$ cat src/sv/usv_pkg.sv
`timescale 1ns / 1ps
// Package for the UTF-8 stream validator: continuation rule codes, byte limits
// and the per-view scan state. No dependencies.
package usv_pkg;

    typedef enum logic [2:0] {
        RULE_ANY    = 3'd0,  // 80-BF
        RULE_E0     = 3'd1,  // A0-BF
        RULE_ED     = 3'd2,  // 80-9F
        RULE_F0     = 3'd3,  // 90-BF
        RULE_F4     = 3'd4,  // 80-8F
        RULE_EF     = 3'd5,  // 80-BF, BF selects RULE_EF_BF
        RULE_EF_BF  = 3'd6   // 80-BD
    } rule_t;

    typedef struct packed {
        logic [1:0] pending;
        rule_t      rule;
        logic       err;
    } scan_state_t;

    typedef struct packed {
        logic has_result;
        logic verdict;
    } step_result_t;

    localparam logic [7:0] ASCII_MAX = 8'h7F;
    localparam logic [7:0] LEAD2_MIN = 8'hC2;
    localparam logic [7:0] LEAD2_MAX = 8'hDF;
    localparam logic [7:0] LEAD3_MIN = 8'hE0;
    localparam logic [7:0] LEAD3_MAX = 8'hEF;
    localparam logic [7:0] LEAD3_SUR = 8'hED;
    localparam logic [7:0] LEAD4_MIN = 8'hF0;
    localparam logic [7:0] LEAD4_MAX = 8'hF4;
    localparam logic [7:0] CONT_MIN  = 8'h80;
    localparam logic [7:0] CONT_MAX  = 8'hBF;
    localparam logic [7:0] CONT_A0   = 8'hA0;
    localparam logic [7:0] CONT_90   = 8'h90;
    localparam logic [7:0] CONT_8F   = 8'h8F;
    localparam logic [7:0] CONT_9F   = 8'h9F;
    localparam logic [7:0] CONT_BD   = 8'hBD;

    localparam scan_state_t SCAN_CLEAR = '{pending: 2'd0, rule: RULE_ANY, err: 1'b0};

endpackage

$ cat src/sv/utf8_stream_validator.sv
`timescale 1ns / 1ps
// Top level of the UTF-8 stream validator: input register, scan state and result
// register. Depends on usv_pkg, usv_step and usv_out_stage.
//
//  channel | ports                                         | direction
//  input   | in_valid, in_ready, data_byte, last_byte,     | into block
//          | empty_view                                    |
//  output  | out_valid, out_ready, is_valid                | out of block
//
// One item per cycle unless a verdict waits on a stalled result register; a verdict
// moves from the input register via the step into the result register on out_valid.
// The byte check is a single pass of usv_step between the two registers.
// Reset clears the scan state and both valid flags; no clearing pass.
// A stalled result register holds a verdict item in the input register: in_ready low.
module utf8_stream_validator
    import usv_pkg::*;
(
    input  logic       clk,
    input  logic       rst_n,
    input  logic       in_valid,
    output logic       in_ready,
    input  logic [7:0] data_byte,
    input  logic       last_byte,
    input  logic       empty_view,
    output logic       out_valid,
    input  logic       out_ready,
    output logic       is_valid
);

    logic         s1_valid_reg;
    logic         s1_valid_next;
    logic [7:0]   s1_byte_reg;
    logic         s1_last_reg;
    logic         s1_empty_reg;
    scan_state_t  state_reg;
    scan_state_t  state_next;
    step_result_t result;
    logic         can_push;
    logic         s1_adv;
    logic         push;
    logic         in_take;

    usv_step u_step (
        .state      (state_reg),
        .data_byte  (s1_byte_reg),
        .last_byte  (s1_last_reg),
        .empty_view (s1_empty_reg),
        .state_next (state_next),
        .result     (result)
    );

    assign s1_adv        = s1_valid_reg && (!result.has_result || can_push);
    assign push          = s1_adv && result.has_result;
    assign in_ready      = !s1_valid_reg || s1_adv;
    assign in_take       = in_valid && in_ready;
    assign s1_valid_next = in_take || (s1_valid_reg && !s1_adv);

    always_ff @(posedge clk or negedge rst_n)
    begin
        if (!rst_n)
        begin
            s1_valid_reg <= 1'b0;
            state_reg    <= SCAN_CLEAR;
        end
        else
        begin
            s1_valid_reg <= s1_valid_next;
            if (s1_adv)
            begin
                state_reg <= state_next;
            end
        end
    end

    always_ff @(posedge clk)
    begin
        if (in_take)
        begin
            s1_byte_reg  <= data_byte;
            s1_last_reg  <= last_byte;
            s1_empty_reg <= empty_view;
        end
    end

    usv_out_stage u_out (
        .clk       (clk),
        .rst_n     (rst_n),
        .push      (push),
        .result    (result),
        .can_push  (can_push),
        .out_valid (out_valid),
        .out_ready (out_ready),
        .is_valid  (is_valid)
    );

    a_clear_after_verdict: assert property (@(posedge clk) disable iff (!rst_n)
        push |=> (state_reg == SCAN_CLEAR))
        else $error("scan state not cleared after a verdict");

    a_empty_is_valid: assert property (@(posedge clk) disable iff (!rst_n)
        (s1_adv && s1_empty_reg) |-> (push && result.verdict))
        else $error("empty view did not give a valid verdict");

    a_error_sticky: assert property (@(posedge clk) disable iff (!rst_n)
        (s1_adv && state_reg.err && !s1_last_reg && !s1_empty_reg) |=> state_reg.err)
        else $error("error flag dropped inside a view");

    a_error_verdict: assert property (@(posedge clk) disable iff (!rst_n)
        (push && state_reg.err && !s1_empty_reg) |-> !result.verdict)
        else $error("view with an error reported valid");

    a_idle_ready: assert property (@(posedge clk) disable iff (!rst_n)
        !s1_valid_reg |-> in_ready)
        else $error("input stalled with empty input register");

endmodule

$ cat src/sv/usv_step.sv
`timescale 1ns / 1ps
// Combinational step of the validator: checks one byte against the scan state
// and gives the next state and the verdict. Depends on usv_pkg.
module usv_step
    import usv_pkg::*;
(
    input  scan_state_t  state,
    input  logic [7:0]   data_byte,
    input  logic         last_byte,
    input  logic         empty_view,
    output scan_state_t  state_next,
    output step_result_t result
);

    scan_state_t taken;
    logic        cont_ok;

    always_comb
    begin
        unique case (state.rule)
            RULE_E0:    cont_ok = (data_byte >= CONT_A0)  && (data_byte <= CONT_MAX);
            RULE_ED:    cont_ok = (data_byte >= CONT_MIN) && (data_byte <= CONT_9F);
            RULE_F0:    cont_ok = (data_byte >= CONT_90)  && (data_byte <= CONT_MAX);
            RULE_F4:    cont_ok = (data_byte >= CONT_MIN) && (data_byte <= CONT_8F);
            RULE_EF_BF: cont_ok = (data_byte >= CONT_MIN) && (data_byte <= CONT_BD);
            default:    cont_ok = (data_byte >= CONT_MIN) && (data_byte <= CONT_MAX);
        endcase
    end

    always_comb
    begin
        taken = state;
        if (state.err)
        begin
            taken = state;
        end
        else if (state.pending == 2'd0)
        begin
            priority if (data_byte <= ASCII_MAX)
            begin
                taken = state;
            end
            else if ((data_byte >= LEAD2_MIN) && (data_byte <= LEAD2_MAX))
            begin
                taken.pending = 2'd1;
                taken.rule    = RULE_ANY;
            end
            else if ((data_byte >= LEAD3_MIN) && (data_byte <= LEAD3_MAX))
            begin
                taken.pending = 2'd2;
                priority if (data_byte == LEAD3_MIN)
                    taken.rule = RULE_E0;
                else if (data_byte == LEAD3_SUR)
                    taken.rule = RULE_ED;
                else if (data_byte == LEAD3_MAX)
                    taken.rule = RULE_EF;
                else
                    taken.rule = RULE_ANY;
            end
            else if ((data_byte >= LEAD4_MIN) && (data_byte <= LEAD4_MAX))
            begin
                taken.pending = 2'd3;
                priority if (data_byte == LEAD4_MIN)
                    taken.rule = RULE_F0;
                else if (data_byte == LEAD4_MAX)
                    taken.rule = RULE_F4;
                else
                    taken.rule = RULE_ANY;
            end
            else
            begin
                taken.err = 1'b1;
            end
        end
        else if (!cont_ok)
        begin
            taken.err = 1'b1;
        end
        else
        begin
            taken.pending = state.pending - 2'd1;
            taken.rule    = ((state.rule == RULE_EF) && (data_byte == CONT_MAX))
                            ? RULE_EF_BF : RULE_ANY;
        end
    end

    always_comb
    begin
        if (empty_view)
        begin
            state_next        = SCAN_CLEAR;
            result.has_result = 1'b1;
            result.verdict    = 1'b1;
        end
        else if (last_byte)
        begin
            state_next        = SCAN_CLEAR;
            result.has_result = 1'b1;
            result.verdict    = !taken.err && (taken.pending == 2'd0);
        end
        else
        begin
            state_next        = taken;
            result.has_result = 1'b0;
            result.verdict    = 1'b0;
        end
    end

endmodule

$ cat src/sv/usv_out_stage.sv
`timescale 1ns / 1ps
// Result register of the validator with valid/ready toward the consumer.
// Depends on usv_pkg.
module usv_out_stage
    import usv_pkg::*;
(
    input  logic         clk,
    input  logic         rst_n,
    input  logic         push,
    input  step_result_t result,
    output logic         can_push,
    output logic         out_valid,
    input  logic         out_ready,
    output logic         is_valid
);

    logic out_valid_reg;
    logic out_valid_next;
    logic is_valid_reg;

    assign can_push       = !out_valid_reg || out_ready;
    assign out_valid_next = push || (out_valid_reg && !out_ready);

    always_ff @(posedge clk or negedge rst_n)
    begin
        if (!rst_n)
        begin
            out_valid_reg <= 1'b0;
        end
        else
        begin
            out_valid_reg <= out_valid_next;
        end
    end

    always_ff @(posedge clk)
    begin
        if (push)
        begin
            is_valid_reg <= result.verdict;
        end
    end

    assign out_valid = out_valid_reg;
    assign is_valid  = is_valid_reg;

endmodule
$ cat config.mk
export PLATFORM = sky130hd
export DESIGN_NAME = utf8_stream_validator
export DESIGN_NICKNAME = d
export VERILOG_FILES = /design/src/sv/usv_pkg.sv /design/src/sv/utf8_stream_validator.sv /design/src/sv/usv_step.sv /design/src/sv/usv_out_stage.sv
export SDC_FILE = /design/constraint.sdc
export NUM_CORES = 1
export LEC_CHECK = 0
export BUFFER_PORTS_ARGS = -buffer_cell sky130_fd_sc_hd__buf_4
export CAP_MARGIN = 10
export CORE_UTILIZATION = 29
export CTS_BUF_LIST = sky130_fd_sc_hd__clkbuf_4
export DETAILED_ROUTE_END_ITERATION = 7
export PLACE_DENSITY = 0.59
export SYNTH_ARGS = -nofsm -noshare
export SYNTH_HDL_FRONTEND = slang
export SYNTH_HIERARCHICAL = 1
export SYNTH_SLANG_ARGS = --single-unit
$ cat constraint.sdc
create_clock -name clk -period 2.1 [get_ports clk]
set_clock_uncertainty 0.1 [all_clocks]
set_input_delay 0.315 -clock clk [delete_from_list [all_inputs] [get_ports clk]]
set_output_delay 0.315 -clock clk [all_outputs]
set_load 0.1 [all_outputs]
==> results by group <==
Global routing
  • Antenna violations before repair: 0
  • First-pass GRT wire length: 4.13 mm
  • Grt ovf: 0
  • Largest net degree at the start of global routing: 12
  • GRT Total Usage: 12.6%
  • Vias in the first global route: 948

Yosys
  • Largest family of logic cells by synthesized area: simple AND/OR/NAND/NOR gates
  • Post-Synthesis Cells: 114
  • Xor and xnor area share after synthesis: 0%
  • Seq cells post-synth: 19
  • Sequential-to-total area share from yosys stat: 45.8%
  • Main synth FF type: edfxtp_1
  • Adder-Cell Fraction of Synth Area: 1.08%
  • Compound-Gate Fraction of Synth Area: 18.9%
  • Mapped Nets: 129
  • Ys Warns: 6
  • Cell area after synthesis: 0.00116 mm²
  • Mux cell area share after synthesis: 5.83%
  • Simple-Gate Fraction of Synth Area: 23.7%
  • Async S/R FF share, synth: 42.1%
  • Avg Inst Size Synth: 10.2 µm²
  • Yosys cell types: 42
  • Post-synth EDFFs: 11

Floorplanning
  • Die Footprint: 0.00425 mm²
  • Initial core utilization: 30.9%
  • Core area: 0.00374 mm²
  • I/O pins: 17
  • DIE HEIGHT: 65.2 µm
  • Row Count: 22
  • Die W: 65.2 µm

Finish
  • Area Overhead vs Synth: 32.9%
  • Share of cells above drive strength 1: 40.4%
  • Commonest non-fill, non-tap cell in the layout: buf_4
  • NumNets Final: 162
  • Largest register FFs: 8
  • # fillers: 389
  • Ant. Diodes: 0
  • Commonest cells after routing, fill and taps aside: buf_4 (29), edfxtp_1 (11), nor2_1 (9), inv_1 (7), dfrtp_1 (7)
  • Area of the multi-input gates: 637 µm²
  • Register area: 534 µm²

Route
  • Post-route antenna net violation count: 0
  • Vias per cell: 5.11
  • Post-Route M1 WL: 1.08 mm
  • Final wirelength: 2.57 mm
  • Post-route DRC violation count: 0
  • Drt wl/cell: 13.3 µm
  • 1st-iter DRT viols: 23
  • Vias: 992
  • Met2 wire length: 1.39 mm
  • Metal3 WL: 46 µm
  • 1st-pass router iterations: 4
  • Top Layer Used: met4

Setup path
  • Setup crit start kind: flop
  • Largest stage delay, worst path: 0.46 ns
  • Slowest cell on crit path: or4_1
  • CP delay by family, top: compound AO/OA/AOI/OAI gates
  • Worst EP required: 2.08 ns
  • Critical path type: reg2reg
  • Critical path endpoint category: flop
  • Crit path DAT: 2.08 ns
  • Buf+Inv Stages, Crit Path: 1
  • Worst-path cell chain: inv_1, ha_4, nor2_1, or4_1, o32a_1, a41o_1
  • Critical path peak fanout: 4

STA
  • Hold Worst Slack: 0.0744 ns
  • RSZ-0062 raised after global routing: true
  • Worst slew pin tran: 0.432 ns
  • Final hold vios: 0
  • Fin crit period: 2.10 ns
  • Worst slew margin: 70.4%
  • Final period util: 100%
  • Endpoints failing setup: 1
  • Final worst slack: -0.00351 ns
  • Slew Limit Fails: 0
  • Fmax: 475 MHz

Pwr
  • Switching share of power: 33.0%
  • P_int: 0.000634 W
  • NetSw: 0.000312 W
  • Pwr/cell area: 614 mW/mm²
  • Peak supply drop: 0.000369 V
  • Part of the power in the clock network: 19.6%
  • PnR Total Power: 0.000946 W
  • Leakage: 0.635 nW
  • Comb pwr share: 31.4%
  • Sequential Power Share: 49.1%

CTS
  • CTS tree: done
  • Clock Sinks: 19
  • H-Tree Depth: 1
  • Clk_lat worst skew: 0.30 ns
  • Reg clk slew, reported paths: 0.12 ns
  • CTS Buffer Depth: 2
  • TritonCTS Buffers: 3
  • Root buf cell: clkbuf_4

Place
  • DP HPWL: 1.94 mm
  • Port bufs: 16
  • DP Worst Slack: -0.0372 ns
  • GP Congestion: 0.853

Flow run
  • Max_cap viols: 0

Run status
  • Failing checks: setup timing
  • Run status: finished with violations

Min path
  • Worst Hold Class: in2reg
[power groups by stage]
| stage | registers [W] | clock network [W] | logic (W) |
|---|---|---|---|
| after floorplan | 0.000494 | 0 | 0.000152 |
| after global placement | 0.000470 | 0 | 0.000261 |
| after detailed placement | 0.000472 | 0 | 0.000263 |
| after CTS | 0.000464 | 0.000194 | 0.000272 |
| after global routing | 0.000470 | 0.000205 | 0.000320 |
| final | 0.000464 | 0.000185 | 0.000297 |
[cell families after synthesis]
| family | count (synthesis) |
|---|---|
| multiplexers | 6 |
| flip-flops | 19 |
| AND/OR/NAND/NOR | 46 |
| adder cells (fa/ha/maj) | 1 |
| buffers and inverters | 12 |
| AO/OA/AOI/OAI | 30 |
[path summary, 6_finish.rpt]
| check | startpoint | end | slack (ns) | cells past startpoint |
|---|---|---|---|---|
| worst max register to register | state_reg[5] | u_out/is_valid | -0.004 | 6 |
| min in group asynchronous | rst_n | state_reg[5] | 0.25 | 2 |
| max in group asynchronous | rst_n | u_out/out_valid | 1.51 | 2 |
| worst min register to register | state_reg[5] | state_reg[5] | 0.45 | 1 |
| worst max-delay path | state_reg[5] | u_out/is_valid | -0.004 | 6 |
| worst min-delay path | last_byte | s1_last_reg | 0.07 | 1 |
[synth_stat cells, drive strengths merged (2+ instances only)]
cell type | n | share of area (%)
nor3 | 5 | 2.2
a21o | 2 | 1.3
or4 | 2 | 1.3
nand4 | 2 | 1.1
nor4 | 2 | 1.1
or3 | 2 | 1.1
nand2b | 9 | 5.9
buf | 4 | 2.2
nand2 | 5 | 1.6
nor2 | 10 | 3.9
a21boi | 2 | 1.3
nand3b | 2 | 1.3
o21ai | 8 | 4.4
edfxtp | 11 | 29
and2 | 2 | 1.1
a311oi | 2 | 1.5
nand3 | 2 | 0.86
o32ai | 2 | 1.5
mux2 | 6 | 5.8
a2111oi | 2 | 1.5
dfrtp | 8 | 17
a21oi | 6 | 2.6
inv | 8 | 2.6
[what timing repair did]
action,in CTS,in global routing
endpoints found under the setup margin,1,7
setup buffers,0,5
pin swaps,0,8
hold buffers,1,0
endpoints found under the hold margin,8,0
resized for setup,2,12
[metrics by stage]
stage / area (µm²) / util, % / setup TNS [ns] / std cells
5_1_grt: 1540 / 41.1 / -0.243 / 194
4_1_cts: 1450 / 38.6 / 0 / 189
2_1_floorplan: 1160 / - / -3.19 / 114
6_report: 1540 / 41.1 / -0.00351 / 194
3_5_place_dp: 1400 / 37.3 / -0.0372 / 184
3_3_place_gp: 1400 / 37.3 / 0 / 184
[cell type report]
type	count	share of cell area [%]
sequential	19	34.7
inverter	8	1.95
multi-input combinational	83	41.3
timing repair buffer	32	16.3
tap	48	3.90
clock buffer	3	1.46
clock inverter	1	0.325
[layer usage]
metal,global-route usage [%],vias up
met2,23.3,20
met4,4.89,0
li1,-,496
met5,0,-
met3,1.04,8
met1,14.9,468
No activity file was read; power rests on OpenSTA's default activity.
